## src/lpbs_pkg.sv

```systemverilog
`default_nettype none
package lpbs_pkg;

    localparam int STORE_BYTES_DEF  = 1024;
    localparam int MAX_ELEM_DEF     = 32;
    localparam int HEADER_DEF       = 4;
    localparam int QUEUE_DEPTH_DEF  = 2;
    localparam int CAP_RESET        = 1024;

    localparam int CAP_W  = 11;
    localparam int LEN_W  = 6;
    localparam int BYTE_W = 8;
    localparam int REQ_W  = 3;
    localparam int STAT_W = 2;

    localparam logic [REQ_W-1:0] REQ_PUSH_BEGIN = 3'd0;
    localparam logic [REQ_W-1:0] REQ_PUSH_BYTE  = 3'd1;
    localparam logic [REQ_W-1:0] REQ_POP        = 3'd2;
    localparam logic [REQ_W-1:0] REQ_PEEK       = 3'd3;
    localparam logic [REQ_W-1:0] REQ_QUERY      = 3'd4;

    localparam logic [STAT_W-1:0] ST_OK      = 2'd0;
    localparam logic [STAT_W-1:0] ST_EMPTY   = 2'd1;
    localparam logic [STAT_W-1:0] ST_FULL    = 2'd2;
    localparam logic [STAT_W-1:0] ST_NO_PUSH = 2'd3;

    typedef enum logic [2:0] {
        CMD_PUSH_BEGIN,
        CMD_PUSH_BYTE,
        CMD_POP,
        CMD_PEEK,
        CMD_QUERY,
        CMD_NOP
    } t_cmd;

    typedef struct packed {
        t_cmd              cmd;
        logic [LEN_W-1:0]  len;
        logic [BYTE_W-1:0] data;
    } t_cmd_item;

endpackage
`default_nettype wire

```

## src/lpbs_front.sv

```systemverilog
`default_nettype none
module lpbs_front
    import lpbs_pkg::*;
#(
    parameter int MAX_ELEM_BYTES = MAX_ELEM_DEF
) (
    input  wire logic              i_clk,
    input  wire logic              i_rst_n,
    input  wire logic              i_valid,
    output logic                   o_ready,
    input  wire logic [REQ_W-1:0]  i_req_type,
    input  wire logic [LEN_W-1:0]  i_elem_len,
    input  wire logic [BYTE_W-1:0] i_data_byte,
    output logic                   o_valid,
    input  wire logic              i_ready,
    output t_cmd_item              o_item
);

    localparam logic [LEN_W:0]   MAX_CMP = (LEN_W + 1)'(MAX_ELEM_BYTES);
    localparam logic [LEN_W-1:0] MAX_LEN = LEN_W'(MAX_ELEM_BYTES);

    logic      r_valid;
    t_cmd_item r_item;
    t_cmd_item n_item;

    assign o_ready = !r_valid || i_ready;
    assign o_valid = r_valid;
    assign o_item  = r_item;

    always_comb begin
        case (i_req_type)
            REQ_PUSH_BEGIN: n_item.cmd = CMD_PUSH_BEGIN;
            REQ_PUSH_BYTE:  n_item.cmd = CMD_PUSH_BYTE;
            REQ_POP:        n_item.cmd = CMD_POP;
            REQ_PEEK:       n_item.cmd = CMD_PEEK;
            REQ_QUERY:      n_item.cmd = CMD_QUERY;
            default:        n_item.cmd = CMD_NOP;
        endcase
        n_item.len  = ({1'b0, i_elem_len} > MAX_CMP) ? MAX_LEN : i_elem_len;
        n_item.data = i_data_byte;
    end

    always_ff @(posedge i_clk) begin
        if (!i_rst_n) begin
            r_valid <= 1'b0;
        end else if (o_ready) begin
            r_valid <= i_valid;
        end
        if (o_ready && i_valid) begin
            r_item <= n_item;
        end
    end

endmodule
`default_nettype wire

```

## config.mk

```make
export PLATFORM = sky130hd
export DESIGN_NAME = lpbs_front
export DESIGN_NICKNAME = d
export VERILOG_FILES = /design/src/lpbs_pkg.sv /design/src/lpbs_front.sv
export SDC_FILE = /design/constraint.sdc
export NUM_CORES = 1
export LEC_CHECK = 0
export ABC_AREA = 0
export BUFFER_PORTS_ARGS = -buffer_cell sky130_fd_sc_hd__buf_2
export CORE_UTILIZATION = 25
export DETAILED_ROUTE_END_ITERATION = 12
export HOLD_SLACK_MARGIN = 0.08
export PLACE_DENSITY = 0.61
export SLEW_MARGIN = 20
export SYNTH_ARGS = -nofsm -noshare
export SYNTH_HDL_FRONTEND = slang
export SYNTH_SLANG_ARGS = --single-unit
```

## constraint.sdc

```tcl
create_clock -name i_clk -period 1.9 [get_ports i_clk]
set_input_delay 0.19 -clock i_clk [delete_from_list [all_inputs] [get_ports i_clk]]
set_output_delay 0.19 -clock i_clk [all_outputs]
set_load 0.02 [all_outputs]
```

# Word level (Yosys, flattened, before mapping)
# Index checks and enable logic that the tools add are counted.
# word_totals
out_inout_bits	19
elab_cells	14
input_bits	21
reg_bits	18
# classes
n_reduce_logical	4
muxes	1
eq_ne	4
n_lt_le_gt_ge	1
# op_table
cell	n
$pmux W3 S5	1
$eq A3 B2 Y1 const B	2
$gt A6 B6 Y1 const B	1
$eq A3 B1 Y1 const B	1
$eq A3 B3 Y1 const B	1
$logic_not A3 Y1	1
$logic_and A1 B1 Y1	1
$logic_not A1 Y1	1
$logic_or A1 B1 Y1	1

# Depth between registers and ports, before layout
# logic_depth
word_depth	3
mapped_depth	2
ltp_nobuf	2

# Least setup slack after synthesis
# No wires, ideal clock.
# synth_timing
path_kind	reg2reg
startpoint	reg r_valid, in the netlist o_valid
endpoint	reg r_item, in the netlist o_item[0] (enable)
path_stages_with_launch	3
n_path_buf	0
slack_ns	0.809
period_less_slack_ns	1.091
required_ns	1.586
setup_time_ns	0.314
t_arrival_ns	0.777
cell_sequence	dfxtp_1 > nand2b_4 > and2_4
# synth_between
elab_chain_len	3
# synth_lines
item	line_no	text
start: declaration	lpbs_front.sv:22	logic r_valid;
start signal: assignment	lpbs_front.sv:47	r_valid <= i_valid;
$logic_not A1 Y1	lpbs_front.sv:26	assign o_ready = !r_valid || i_ready;
$logic_or A1 B1 Y1	lpbs_front.sv:26	
via o_ready	lpbs_front.sv:10	output logic o_ready,
$logic_and A1 B1 Y1	lpbs_front.sv:49	if (o_ready && i_valid) begin
end signal: assignment	lpbs_front.sv:50	r_item <= n_item;
end: declaration	lpbs_front.sv:23	t_cmd_item r_item;
# The timed path passes the listed nets, and every way through them passes these cells.
# A chain may end at the register's enable or synchronous reset.

# Final worst setup path
# layout_timing
startpoint	reg r_valid, in the netlist o_valid
endpoint	out o_ready
# layout_between
elab_chain_len	2
# layout_lines
item	line_no
$logic_not A1 Y1	lpbs_front.sv:26
$logic_or A1 B1 Y1	lpbs_front.sv:26
end: declaration	lpbs_front.sv:10
# Every way passes these cells.

==> results.sh <==
export IMPL_run_status="finished clean"
export IMPL_cts_reportedPaths_clkPinSlew_ns=0.10
export IMPL_grt_pass1_vias=412
export IMPL_critPathArrivalTime_ns=0.89
export IMPL_rsz0062_at_grt="false"
export IMPL_ys_async_sr_fraction=0
export IMPL_setup_viol=0
export IMPL_maxSlewViolCount=0
export IMPL_n_antenna_cell=0
export IMPL_cpPeakStageDelay_ns=0.38
export IMPL_avgSynthCellArea_um2=20.02
export IMPL_place_ws_ns=0.8894
export IMPL_crit_buf_inv=1
export IMPL_synth_top_flop_cell="edfxtp_1"
export IMPL_synth_edf_count=17
export IMPL_drt_iter0_markers=2
export IMPL_start_kind="flop"
export IMPL_area_growth_pct=53.02
export IMPL_yosys_warnings=0
export IMPL_crit_family="flip-flops"
export IMPL_gp_routability_congestion=0.6739
export IMPL_clock_sinks=18
export IMPL_fin_tns_setup_ns=0
export IMPL_cp_slowest_cell="dfxtp_1"
export IMPL_rows=17
export IMPL_finalPower_uw=760.0
export IMPL_port_buffers=39
export IMPL_p_per_area_mw_per_mm2=800.3
export IMPL_grt_max_degree=18
export IMPL_syn_inst=31
export IMPL_h_tree_depth=1
export IMPL_cts_setup_buffers=0
export IMPL_num_fill_cells=226
export IMPL_start_util=0.2727
export IMPL_synth_common_cells="17 x edfxtp_1, 6 x nor2b_1, 2 x clkbuf_1"
export IMPL_placed_cells=96
export IMPL_coreArea_mm2=0.002276
export IMPL_post_synth_top_count_cell="edfxtp_1"
export IMPL_path_max_fanout=3
export IMPL_p_leak_uw=0.0004170
export IMPL_cp_cell_sequence="nand2b_4, buf_2"
export IMPL_wl_per_cell_um=10.04
export IMPL_drtAntennaViolNets=0
export IMPL_fin_crit_ns=1.080
export IMPL_grt_ovfl_total=0
export IMPL_irDropWorstVdd_mv=0.3894
export IMPL_antenna_found_initial=0
export IMPL_drc_errors=0
export IMPL_postCtsHoldBufs=7
export IMPL_dr_pass1_iters=2
export IMPL_fin_nets=102
export IMPL_die_height_um=51.83
export IMPL_max_freq_ghz=0.9255
export IMPL_grt_pass1_wl_um=1642
export IMPL_vias_per_cell=3.981
export IMPL_instances_no_fill=108
export IMPL_utilization=0.4173
export IMPL_numCtsBuffers=3
export IMPL_finalHoldViolCount=0
export IMPL_register_area_um2=530.5
export IMPL_required_ns=1.71
export IMPL_cts_resized=0
export IMPL_relSlewSlack=0.8528
export IMPL_yosysTopAreaCell="edfxtp_1"
export IMPL_ys_seq_area_frac=0.8548
export IMPL_syn_num_nets=52
export IMPL_multiInputGateArea_um2=78.83
export IMPL_drive_above_1_share=0.5625
export IMPL_cts_tree="yes"
export IMPL_cap_viol_max_count=0
export IMPL_ys_ff_latch=18
export IMPL_root_buffer="clkbuf_4"
export IMPL_finalCritPeriodShare=0.5687
export IMPL_route_vias_total=430
export IMPL_synth_top_area_frac=0.8226
export IMPL_worst_slew_pin_slew_ns=0.2207
export IMPL_end_kind="output port"
export IMPL_dieArea_mm2=0.002686
export IMPL_ys_types=9
export IMPL_totalWireLength_um=1084
export IMPL_criticalPathCategory="reg2out"
export IMPL_clock_latency_ns=0.28
export IMPL_die_x_um=51.83
export IMPL_min_path_type="in2reg"
export IMPL_io_pins=40
export IMPL_syn_cell_area_um2=620.6
export IMPL_synth_area_top_cells="edfxtp_1 82%, nor2b_1 6.0%, dfxtp_1 3.2%, nand2b_4 2.2%, a21boi_2 1.8%"
export IMPL_finClkSkew_ns=0.003210
export IMPL_layout_setup_ws_ns=0.8195
export IMPL_cts_max_path_buffers=2
export IMPL_grt_use_total=0.08820
-- stage by stage --
stage	area [um2]	hold slack, ns
finish	949.7	0.1076
global route	949.7	0.1037
detailed placement	843.3	0.3690
global placement	843.3	0.3714
floorplan	620.6	0.2889
CTS	939.7	0.08122
-- layer usage --
metal	vias to the layer above	wire [um]	part of all wire	GRT usage
met1	193	411	0.38	0.07836
met5	-	0	0	0
li1	207	-	-	-
met3	2	107	0.099	0.04971
met4	0	7	0.0065	0.03604
met2	28	557	0.51	0.1603
-- cell usage in the layout, fill, tap and decap left out --
cell and count:
nand2b_4 1, a21o_1 1, dlygate4sd3_1 8, a21boi_2 1, inv_1 1, edfxtp_1 17
nor2b_1 6, and2_4 1, clkinv_1 1, buf_2 39, clkbuf_4 3, dfxtp_1 1
-- cell type report --
type	instances	area share
multi-input combinational	10	0.08300
clock buffer	3	0.02372
sequential	18	0.5586
tap	28	0.03689
inverter	1	0.003953
clock inverter	1	0.003953
timing repair buffer	47	0.2899
-- power by group --
group          leakage (uW)  switching [uW]  internal, uW
clock network     0.0000154             106          76.1
logic              0.000227            59.7          49.4
registers          0.000174            6.67           462
total              0.000417             173           587
-- kinds of logic after synthesis --
logic type / share of synthesized area
simple gates: 0.09678
flops: 0.8548
compound gates: 0.03025
buf+inv: 0.01814
-- final timing paths --
check / startpoint / endpoint / slack, ns / cells after the start
worst min-delay path: i_req_type[2] / o_item[16]$_DFFE_PP_ / 0.11 / 1
worst max-delay path: o_valid$_SDFFE_PN0N_ / o_ready / 0.82 / 2
worst min register to register: o_valid$_SDFFE_PN0N_ / o_valid$_SDFFE_PN0N_ / 0.51 / 2
worst max register to register: o_valid$_SDFFE_PN0N_ / o_item[1]$_DFFE_PP_ / 0.89 / 2
-- flip-flops by register name (all words and copies together), names as in the netlist --
register / flops
o_valid: 1
o_item: 17
Note: power is estimated with default switching activity, not from simulation.
