### src/lpbs_pkg.sv
`default_nettype none
package lpbs_pkg;

    localparam int STORE_BYTES_DEF  = 1024;
    localparam int MAX_ELEM_DEF     = 32;
    localparam int HEADER_DEF       = 4;
    localparam int QUEUE_DEPTH_DEF  = 2;
    localparam int CAP_RESET        = 1024;

    localparam int CAP_W  = 11;
    localparam int LEN_W  = 6;
    localparam int BYTE_W = 8;
    localparam int REQ_W  = 3;
    localparam int STAT_W = 2;

    localparam logic [REQ_W-1:0] REQ_PUSH_BEGIN = 3'd0;
    localparam logic [REQ_W-1:0] REQ_PUSH_BYTE  = 3'd1;
    localparam logic [REQ_W-1:0] REQ_POP        = 3'd2;
    localparam logic [REQ_W-1:0] REQ_PEEK       = 3'd3;
    localparam logic [REQ_W-1:0] REQ_QUERY      = 3'd4;

    localparam logic [STAT_W-1:0] ST_OK      = 2'd0;
    localparam logic [STAT_W-1:0] ST_EMPTY   = 2'd1;
    localparam logic [STAT_W-1:0] ST_FULL    = 2'd2;
    localparam logic [STAT_W-1:0] ST_NO_PUSH = 2'd3;

    typedef enum logic [2:0] {
        CMD_PUSH_BEGIN,
        CMD_PUSH_BYTE,
        CMD_POP,
        CMD_PEEK,
        CMD_QUERY,
        CMD_NOP
    } t_cmd;

    typedef struct packed {
        t_cmd              cmd;
        logic [LEN_W-1:0]  len;
        logic [BYTE_W-1:0] data;
    } t_cmd_item;

endpackage
`default_nettype wire

### src/lpbs_queue.sv
`default_nettype none
module lpbs_queue
    import lpbs_pkg::*;
#(
    parameter int DEPTH = QUEUE_DEPTH_DEF
) (
    input  wire logic      i_clk,
    input  wire logic      i_rst_n,
    input  wire logic      i_valid,
    output logic           o_ready,
    input  wire t_cmd_item i_item,
    output logic           o_valid,
    input  wire logic      i_ready,
    output t_cmd_item      o_item
);

    localparam int PTR_W = (DEPTH > 1) ? $clog2(DEPTH) : 1;
    localparam int CNT_W = $clog2(DEPTH + 1);
    localparam logic [PTR_W-1:0] PTR_LAST = PTR_W'(DEPTH - 1);
    localparam logic [CNT_W-1:0] CNT_FULL = CNT_W'(DEPTH);

    t_cmd_item        r_mem [DEPTH];
    logic [PTR_W-1:0] r_wr_ptr;
    logic [PTR_W-1:0] r_rd_ptr;
    logic [CNT_W-1:0] r_count;
    logic             push;
    logic             pop;

    assign o_ready = r_count != CNT_FULL;
    assign o_valid = r_count != '0;
    assign o_item  = r_mem[r_rd_ptr];
    assign push    = i_valid && o_ready;
    assign pop     = o_valid && i_ready;

    always_ff @(posedge i_clk) begin
        if (!i_rst_n) begin
            r_wr_ptr <= '0;
            r_rd_ptr <= '0;
            r_count  <= '0;
        end else begin
            if (push) begin
                r_wr_ptr <= (r_wr_ptr == PTR_LAST) ? '0 : r_wr_ptr + 1'b1;
            end
            if (pop) begin
                r_rd_ptr <= (r_rd_ptr == PTR_LAST) ? '0 : r_rd_ptr + 1'b1;
            end
            if (push && !pop) begin
                r_count <= r_count + 1'b1;
            end else if (pop && !push) begin
                r_count <= r_count - 1'b1;
            end
        end
    end

    always_ff @(posedge i_clk) begin
        if (push) begin
            r_mem[r_wr_ptr] <= i_item;
        end
    end

endmodule
`default_nettype wire

### config.mk
export PLATFORM = sky130hd
export DESIGN_NAME = lpbs_queue
export DESIGN_NICKNAME = d
export VERILOG_FILES = /design/src/lpbs_pkg.sv /design/src/lpbs_queue.sv
export SDC_FILE = /design/constraint.sdc
export NUM_CORES = 1
export LEC_CHECK = 0
export BUFFER_PORTS_ARGS = -buffer_cell sky130_fd_sc_hd__clkbuf_2
export CAP_MARGIN = 20
export CORE_MARGIN = 8
export CORE_UTILIZATION = 41
export CTS_BUF_LIST = sky130_fd_sc_hd__clkbuf_16
export DETAILED_ROUTE_END_ITERATION = 10
export GPL_ROUTABILITY_DRIVEN = 1
export PLACE_DENSITY_LB_ADDON = 0.3
export SETUP_SLACK_MARGIN = 0.1
export SLEW_MARGIN = 20
export SYNTH_ARGS = -nofsm -noshare
export SYNTH_HDL_FRONTEND = slang
export SYNTH_SLANG_ARGS = --single-unit
### constraint.sdc
create_clock -name i_clk -period 3.6 [get_ports i_clk]
set_clock_uncertainty 0.1 [all_clocks]
set_input_delay 0.36 -clock i_clk [delete_from_list [all_inputs] [get_ports i_clk]]
set_output_delay 0.36 -clock i_clk [all_outputs]
set_load 0.05 [all_outputs]
# After elaboration in Yosys (flattened, before gate mapping)
# Memories as Yosys holds them, arrays and structs flattened. A register that Yosys moved wholly into a read port is not among the register bits.
# Index checks and enable logic that the tools add are counted.
[totals] regBits=4 ram_bits=34 input_bits=21 out_inout_bits=19 word_cells=25 mem_count=1
[op_classes] n_addsub=4 eq_ne=1 muxes=8 reduce_logical=8
[mem_list] name="r_mem" depth=2 width=17 rd=1 rd_ports_with_merged_regs=1 wr=1 line_no="lpbs_queue.sv:22" text="t_cmd_item r_mem [DEPTH];"
[op_table] operator="$mux W1" n=6
[op_table] operator="$logic_and A1 B1 Y1" n=4
[op_table] operator="$mux W2" n=2
[op_table] operator="$reduce_bool A2 Y1" n=2
[op_table] operator="$add A1 B1 Y1 const B" n=2
[op_table] operator="$add A2 B1 Y2 const B" n=1
[op_table] operator="$logic_not A1 Y1" n=2
[op_table] operator="$ne A2 B2 Y1 const B" n=1
[op_table] operator="$sub A2 B1 Y2 const B" n=1

# Logic depth before layout (Yosys ltp)
# Gate-level depths: netlist (run 1).
[depth] word_depth=6 mapped_depth=6 mapped_depth_nobuf=6

# Least setup slack after synthesis (run 1)
# Ideal clock, no wire load.
[synth_timing] kind="reg2reg" startpoint="register r_count[0]" endpoint="register r_count[1]" setup_time_ns=0.070 arrival_time_ns=1.530 required_time_ns=3.430 slack_ns=1.900 path_stages_with_launch=6 path_buffers=0 period_less_slack_ns=1.700 cell_sequence="dfxtp_1 -> nand2b_4 -> and2_1 -> ha_1 -> or3_1 -> a21boi_1"
[synth_via] elab_chain_cells=5 elab_cells_between_ends=13 cone_classes="add/sub: 2; eq/ne: 1; mux: 2; reduce/logical: 8"
[synth_lines] item="start, declared" line_no="lpbs_queue.sv:25" text="logic [CNT_W-1:0] r_count;"
[synth_lines] item="start signal, assigned" line_no="lpbs_queue.sv:48" text="r_count <= r_count + 1'b1;"
[synth_lines] item="start signal, assigned" line_no="lpbs_queue.sv:50" text="r_count <= r_count - 1'b1;"
[synth_lines] item="$ne A2 B2 Y1 (*)" line_no="lpbs_queue.sv:29" text="assign o_ready = r_count != CNT_FULL;"
[synth_lines] item="via o_ready" line_no="lpbs_queue.sv:10" text="output logic o_ready,"
[synth_lines] item="$logic_and A1 B1 Y1 (*)" line_no="lpbs_queue.sv:32" text="assign push = i_valid && o_ready;"
[synth_lines] item="via push" line_no="lpbs_queue.sv:26" text="logic push;"
[synth_lines] item="$logic_not A1 Y1" line_no="lpbs_queue.sv:49" text="end else if (pop && !push) begin"
[synth_lines] item="$logic_and A1 B1 Y1" line_no="lpbs_queue.sv:49"
[synth_lines] item="$reduce_bool A2 Y1 (no line)"
# Mark *: on every way through the listed nets, which the timed path passes. The rest lies on a longest branch. The select of a mux whose other input is x is not followed.
# A chain may end at the register's enable or synchronous reset.

==> out/qor.yml, run 1 <==
layout:
  final_cell_mix: "clkbuf_2, edfxtp_1, mux2_2"
  final_common_cell: "clkbuf_2"
  drive_gt1_share_pct: 53.3
  fill_cells: 294
  nets: 143
  finish.instance_area_um2: 1850
  antenna_cells: 0
  area_growth_pct: 25.7
drt:
  drt_first_pass_iters: 2
  met3_length_um: 242
  post-route-drc-count: 0
  drt_wl_total_mm: 2.41
  routed.top_layer: "met4"
  vias: 786
  ant_nets: 0
  met2_length_mm: 1.19
  vias_per_cell: 4.68
  routedWlPerCell_um: 14.4
  dr.first_iter.drc_count: 52
  wl_met1_um: 937
timing:
  whs_ns: 0.175
  hold_viol: 0
  fin_crit_ns: 2.18
  rsz0062_at_grt: "no"
  fmax_ghz: 0.459
  slew_headroom_pct: 47.4
  setup_tns_ns: 0
  finalSetupViolCount: 0
  slew_viol_final: 0
  post-route-period-util_pct: 60.6
  worst_slew_pin_slew_ns: 0.789
clock_network:
  post_cts_buffers: 0
  clock_path_buffers: 2
  cts_root_buffer: "clkbuf_16"
  hold_buffers: 0
  cts_tree: "yes"
  postCtsResizedCells: 0
  cts.sinks: 39
  clk_pin_slew_ns: 0.05
  h-tree-depth: 2
  clock_latency_ns: 0.27
  cts_buffers: 5
critical_path:
  cp_slowest_cell: "dfxtp_1"
  crit_type: "flop to output port"
  r2r_slack_ns: 1.84
  path_delay_family: "flip-flops"
  slowest_delay_ns: 0.79
  worst-path-max-fanout: 17
  crit_arrival_ns: 1.72
  path_buf_inv: 1
  crit-reg2reg-launch: "r_count[0]"
  endpoint_kind: "output port"
  cp.required_ns: 3.14
  start_kind: "flop"
  crit_chain: "mux2_2 > clkbuf_2"
grt:
  grt_start_max_net_pins: 18
  grt_pass1_vias: 805
  grt_usage_pct: 9.41
  antenna_found_initial: 0
  grt-ovfl-total: 0
  grt_pass1_wl_mm: 3.71
logic_synthesis:
  synth_area_per_cell_um2: 19.1
  synth_top_area_share_pct: 69.6
  ys_types: 20
  netlist_instances: 77
  syn_nets: 99
  yosysWarnings: 0
  yosysTopAreaCell: "edfxtp_1"
  ys_top_cells_by_area: "edfxtp_1, mux2_2, dfxtp_1, and2_1, xnor2_1"
  syn_area_um2: 1470
  yosys_register_bits: 39
  synth-seq-area-share_pct: 76.4
place:
  numPortBuffers: 39
  globalplace.congestion: 0.615
  hpwl_mm: 1.71
  place_area_um2: 1710
floorplanning:
  start_util_pct: 43.3
  rows: 21
  die-height_um: 75.8
  core_area_um2: 3390
  dieArea_um2: 5750
  die_w_um: 75.8
  boundaryPins: 40
power:
  fin_total_pwr_mw: 1.55
  power_density_nw_per_um2: 838
  vdd_ir_drop_max_v: 0.000326
  power_leakage_nw: 0.719
flow_run:
  max-cap-violations: 0
worst_hold_path:
  hp-start: "i_item[1]"
  hold_class: "input pin to flop"
run_status:
  status: "completed"
[where the power goes]
part / switching, mW / leakage [nW] / internal, mW
Clock: 0.149 / 0.0724 / 0.250
Sequential: 0.0506 / 0.359 / 0.571
Combinational: 0.362 / 0.288 / 0.166
[routing by layer]
layer | vias up | track usage [%]
met5 | - | 0
met4 | 0 | 7.04
met3 | 4 | 4.87
met2 | 27 | 14.6
met1 | 376 | 9.42
li1 | 379 | -
[path summary, 6_finish.rpt]
kind	endpoint	depth (start not counted)
max	o_item[4]	2
min reg2reg	r_count[1]	2
min	r_mem[1][1]	1
max reg2reg	r_mem[1][4]	2
[flip-flops by register name (all words and copies together), names as in the netlist, named ones only]
name	flops
r_rd_ptr	1
r_wr_ptr	1
r_mem	34
r_count	2
[kinds of logic (layout without fill, tap and decap cells)]
logic type | Yosys count | in the layout | share of synthesized area (%)
flip-flops | 39 | 39 | 76.4
multiplexers | 17 | 17 | 13.0
AND/OR/NAND/NOR | 9 | 9 | 4.43
AO/OA/AOI/OAI | 5 | 5 | 2.39
XOR/XNOR | 3 | 3 | 1.79
buffers and inverters | 3 | 48 | 1.11
adder cells (fa/ha/maj) | 1 | 1 | 0.852
[metrics by stage]
step | setup slack [ns] | instances | util (%)
after floorplan | 1.90 | 77 | -
after global placement | 1.67 | 160 | 50.4
after detailed placement | 1.67 | 160 | 50.4
after CTS | 1.37 | 168 | 54.4
after global routing | 1.28 | 168 | 54.4
final | 1.42 | 168 | 54.4
[worst register-to-register path: stages, from the launching register on]
cell      delay (ns)
dfxtp_1         0.42
nand2b_4        0.18
and3_1          0.68
[synthesized netlist by cell type]
cell	n
o21ai_0	1
a21bo_2	1
nand2b_4	1
nand3b_1	1
or2_2	1
edfxtp_1	34
buf_4	1
mux2_2	17
and2_1	4
a21boi_0	1
xnor2_1	2
buf_2	1
inv_1	1
a21boi_1	1
dfxtp_1	5
xor2_1	1
and3_1	1
o21ai_1	1
ha_1	1
or3_1	1
[area by class of cell]
type / instances / area, µm² / share of cell area [%]
clock inverter: 3 / 12.5 / 0.678
tap: 46 / 57.6 / 3.12
clock buffer: 5 / 125 / 6.78
sequential: 39 / 1120 / 60.7
multi-input combinational: 35 / 330 / 17.9
inverter: 1 / 3.75 / 0.203
timing repair buffer: 39 / 195 / 10.6
Power figures use the tool's default switching activity.
==> inputs of run 2 (changes only) <==
- ABC_AREA: default -> 1
- clock period: 3.6 -> 1.8 ns (I/O delays scaled with it)
==> out/qor.yml, run 2 <==
clock_network:
  h-tree-depth: 2
  cts.sinks: 39
  post_cts_buffers: 0
  cts_root_buffer: "clkbuf_16"
  clk_pin_slew_ns: 0.05
  clock_path_buffers: 2
  cts_buffers: 5
  clock_latency_ns: 0.28
  cts_tree: "yes"
drt:
  drt_first_pass_iters: 3
  routedWlPerCell_um: 13.3
  vias_per_cell: 4.51
  dr.first_iter.drc_count: 23
  vias: 907
  ant_nets: 0
  drt_wl_total_mm: 2.67
  post-route-drc-count: 0
floorplanning:
  dieArea_um2: 5920
  start_util_pct: 42.2
  die-height_um: 76.9
  core_area_um2: 3610
  rows: 22
  boundaryPins: 40
  die_w_um: 76.9
power:
  power_density_nw_per_um2: 1640
  p_comb_share_pct: 33.7
  fin_total_pwr_mw: 3.49
  switching_share_pct: 33.7
  p_clk_share_pct: 31.7
  vdd_ir_drop_max_v: 0.000832
  p_seq_share_pct: 34.6
  p_switching_mw: 1.18
  power_leakage_nw: 0.881
  internal_power_mw: 2.31
layout:
  antenna_cells: 0
  top_regs: "r_mem x34, r_count x2"
  largest_register_ffs: 34
  final_cell_mix: "edfxtp_1, clkbuf_2, dlygate4sd3_1"
  final_common_cell: "edfxtp_1"
  top_register: "r_mem"
  drive_gt1_share_pct: 47.1
  fill_cells: 303
  area_growth_pct: 40.1
  nets: 174
grt:
  grt_usage_pct: 9.76
  grt_pass1_vias: 1002
  antenna_found_initial: 0
  grt_pass1_wl_mm: 4.49
  grt-ovfl-total: 0
  grt_start_max_net_pins: 13
logic_synthesis:
  ys_types: 16
  synth_compound_gate_area_share_pct: 1.48
  ys_top_cells_by_area: "edfxtp_1, mux2_4, dfxtp_1, mux2_2, nand2_1"
  synth_area_per_cell_um2: 16.9
  yosys_register_bits: 39
  synthFlopType: "edfxtp_1"
  netlist_instances: 90
  syn_nets: 112
  synth_mux_area_share_pct: 15.0
  synthAdderAreaFrac_pct: 0.822
  async_flop_share_pct: 0
  synth_edf_count: 34
  synth-seq-area-share_pct: 73.7
  yosys-top-cells-count: "edfxtp_1, mux2_4, nand2_1"
  synth_top_area_share_pct: 67.1
  syn_area_um2: 1520
  yosysWarnings: 0
  synth_top_family_by_area: "multiplexers"
  yosysMostFrequentCell: "edfxtp_1"
  synth_simple_gate_area_share_pct: 4.93
  synth_xor_area_share_pct: 0
  yosysTopAreaCell: "edfxtp_1"
critical_path:
  crit_arrival_ns: 1.38
  r2r_end: "r_count[1]"
  endpoint_kind: "output port"
  worst-path-max-fanout: 12
  cp.required_ns: 1.52
  start_kind: "flop"
  r2r_slack_ns: 0.26
  crit-reg2reg-launch: "r_count[0]"
  crit_type: "flop to output port"
  reg2regPathDepth: 10
timing:
  post-route-period-util_pct: 92.0
  slew_headroom_pct: 81.3
  slew_viol_final: 0
  fmax_ghz: 0.604
  fin_crit_ns: 1.66
  finalSetupViolCount: 0
  worst_slew_pin_slew_ns: 0.282
  rsz0062_at_grt: "yes"
  hold_viol: 0
  setup_tns_ns: 0
worst_hold_path:
  hold_class: "input pin to flop"
  hold_end: "r_mem[0][3]"
  hp-start: "i_item[3]"
  hold_depth: 1
place:
  hpwl_mm: 1.93
  globalplace.congestion: 0.682
  numPortBuffers: 39
flow_run:
  max-cap-violations: 0
run_status:
  status: "completed"
-- run 2: changes by cell type after synthesis, sizes merged, moves of 2 or more --
cell	previous run	this run
a21boi	2	0
inv	1	8
nand2	0	9
nor2	0	8
xnor2	2	0
and2	4	0
-- run 2: critical path, stage by stage, from the launching register on --
cell and delay [ns]:
dfxtp_1 0.36, buf_8 0.18, mux2_2 0.34, buf_2 0.21
-- run 2: power by group through the flow --
stage	Clock [mW]	Combinational, mW	Sequential (mW)
floorplan	0	0.951	1.21
global placement	0	1.13	1.21
detailed placement	0	1.16	1.22
CTS	1.13	1.19	1.21
global route	1.17	1.26	1.22
finish	1.11	1.18	1.21
-- run 2: cell type report --
cell class / instances / area [µm²] / area share (%)
inverter: 8 / 30.0 / 1.41
tap: 48 / 60.1 / 2.82
clock buffer: 5 / 125 / 5.87
multi-input combinational: 41 / 359 / 16.8
timing repair buffer: 57 / 373 / 17.5
sequential: 39 / 1120 / 52.6
clock inverter: 3 / 63.8 / 2.99
-- run 2: metrics by stage --
stage                     utilization (%)  instances  hold slack [ns]  area [µm²]  worst slack, ns
after CTS                            58.5        199        0.0000293        2110            0.105
after detailed placement             49.8        179            0.273        1800            0.272
after global routing                 59.1        201          0.00301        2130           0.0837
after floorplan                         -         90            0.179        1540            0.205
final                                59.1        201          0.00583        2130            0.145
after global placement               49.8        179            0.269        1800            0.364
-- run 2: how the worst max path moves through the flow --
stage	startpoint	to	slack, ns	depth (start not counted)
finish	flop	o_item[1]	0.14	3
global route	flop	o_item[2]	0.08	3
CTS	flop	o_item[1]	0.11	3
detailed placement	r_count[0]	r_count[1]	0.27	10
global placement	r_count[0]	r_count[1]	0.36	10
floorplan	r_count[0]	r_count[1]	0.21	10
-- run 2: logic make-up after synthesis --
| kind of cell | count (synthesis) |
|---|---|
| flops | 39 |
| buf+inv | 10 |
| fa+ha+maj | 1 |
| mux | 17 |
| compound gates | 4 |
| simple gates | 19 |
-- run 2: layer usage --
metal	vias to the layer above	track usage [%]	wire (µm)
li1	446	-	-
met1	427	9.69	1080
met2	28	16.1	1340
met3	6	5.83	209
met4	0	4.04	40
met5	-	0	0
-- run 2: timing repair --
item / CTS / global route
hold endpoints to repair: 24 / 2
gates resized for setup: 1 / 12
pin swaps: 0 / 0
hold buffers: 12 / 2
endpoints found under the setup margin: 4 / 12
==> inputs of run 3 (changes only) <==
- clock period: 1.8 -> 1.92 ns (I/O delays scaled with it)
==> out/qor.yml, run 3 (same netlist as run 2, synthesis figures left out) <==
layout:
  nets: 162
  area_growth_pct: 28.9
  seq_area_um2: 1120
  postLayoutCoreUtil_pct: 54.4
  multi_input_area_um2: 344
  final_cell_mix: "clkbuf_2, edfxtp_1, mux2_4"
  top_regs: "r_mem x34, r_count x2"
  final_common_cell: "clkbuf_2"
  antenna_cells: 0
  top_register: "r_mem"
  fill_cells: 292
  drive_gt1_share_pct: 50.4
  largest_register_ffs: 34
critical_path:
  crit_end: "o_item[16]"
  r2r_slack_ns: 0.31
  r2r_end: "r_count[1]"
  crit_chain: "buf_4 > mux2_2 > clkbuf_2"
  slowest_delay_ns: 0.35
  endpoint_kind: "output port"
  cp_slowest_cell: "mux2_2"
  crit_type: "flop to output port"
  worst-path-max-fanout: 4
  crit_arrival_ns: 1.37
  crit-reg2reg-launch: "r_count[0]"
  cp.required_ns: 1.63
  reg2regPathDepth: 10
  start_kind: "flop"
floorplanning:
  rows: 22
  dieArea_um2: 5920
  core_area_um2: 3610
  start_util_pct: 42.2
  die_w_um: 76.9
  boundaryPins: 40
  die-height_um: 76.9
timing:
  slew_headroom_pct: 81.1
  hold_viol: 0
  post-route-period-util_pct: 86.5
  fmax_ghz: 0.602
  fin_crit_ns: 1.66
  slew_viol_final: 0
  worst_slew_pin_slew_ns: 0.284
  finalSetupViolCount: 0
  rsz0062_at_grt: "no"
worst_hold_path:
  hold_class: "input pin to flop"
place:
  globalplace.congestion: 0.654
  numPortBuffers: 39
  hpwl_mm: 1.98
power:
  vdd_ir_drop_max_v: 0.00109
  power_leakage_nw: 0.817
  power_density_nw_per_um2: 1580
  fin_total_pwr_mw: 3.10
drt:
  wl_met1_mm: 1.05
  routedWlPerCell_um: 14.2
  vias: 869
  met2_length_mm: 1.40
  post-route-drc-count: 0
  ant_nets: 0
  drt_first_pass_iters: 4
  vias_per_cell: 4.60
  dr.first_iter.drc_count: 54
  drt_wl_total_mm: 2.68
  routed.top_layer: "met4"
  met3_length_um: 221
grt:
  grt-ovfl-total: 0
  grt_start_max_net_pins: 18
  grt_usage_pct: 9.68
  antenna_found_initial: 0
  grt_pass1_wl_mm: 4.47
  grt_pass1_vias: 977
run_status:
  status: "completed"
clock_network:
  cts_buffers: 5
  h-tree-depth: 2
  clk_pin_slew_ns: 0.05
  clock_latency_ns: 0.27
  cts.sinks: 39
  post_cts_buffers: 0
  clock_path_buffers: 2
  cts_root_buffer: "clkbuf_16"
  cts_tree: "yes"
flow_run:
  max-cap-violations: 0
-- run 3: cell types whose count changed in the layout (fill, tap and decap cells not counted), sizes merged --
cell         previous run  this run
dlygate4sd3            14         1
clkbuf                 33        44
buf                    15         5
clkinv                  0         2
bufinv                  2         1
inv                     9         8
-- run 3: metrics by stage --
step | setup WS [ns] | cell area, µm² | TNS [ns] | hold slack, ns | std cells
4_1_cts | 0.239 | 1950 | 0 | 0.00338 | 188
5_1_grt | 0.193 | 1960 | 0 | 0.00239 | 189
2_1_floorplan | -0.0246 | 1530 | -0.837 | 0.191 | 90
3_3_place_gp | 0.509 | 1790 | 0 | 0.282 | 180
6_report | 0.260 | 1960 | 0 | 0.00868 | 189
3_5_place_dp | 0.333 | 1790 | 0 | 0.290 | 180
-- run 3: how the worst min path moves through the flow --
stage / from / to / slack (ns) / cells after the start
2_1_floorplan: i_item[0] / r_mem[0][0] / 0.19 / 0
3_3_place_gp: i_item[14] / r_mem[0][14] / 0.28 / 1
3_5_place_dp: i_item[7] / r_mem[0][7] / 0.29 / 1
4_1_cts: i_item[5] / r_mem[0][5] / 0.003 / 1
5_1_grt: i_item[4] / r_mem[0][4] / 0.002 / 1
6_report: i_item[7] / r_mem[0][7] / 0.009 / 1
-- run 3: repair_timing --
action | CTS | global route
resized for setup | 0 | 0
hold buffers | 0 | 1
hold endpoints to repair | 0 | 2
-- run 3: critical path: cells and delay by family (launching register included) --
kind	cells	cell delay [ns]
flip-flops	1	0.34
multiplexers	1	0.35
buffers and inverters	2	0.40
-- run 3: layout make-up --
type                    count  share of cell area [%]
clock inverters             3                    1.98
well taps                  48                    3.06
multi-input cells          41                    17.5
repair buffers             45                    12.4
inverters                   8                    1.53
clock buffers               5                    6.38
flip-flops and latches     39                    57.1
-- run 3: metal layers --
| metal | global-route usage, % | vias to the layer above |
|---|---|---|
| met1 | 9.54 | 418 |
| met5 | 0 | - |
| met3 | 6.18 | 2 |
| met4 | 4.04 | 0 |
| met2 | 15.8 | 27 |
| li1 | - | 422 |
-- run 3: power by group --
| part | leakage, nW | switching (mW) | internal, mW |
|---|---|---|---|
| registers | 0.359 | 0.0520 | 1.08 |
| clock network | 0.0812 | 0.289 | 0.604 |
| logic | 0.377 | 0.750 | 0.327 |
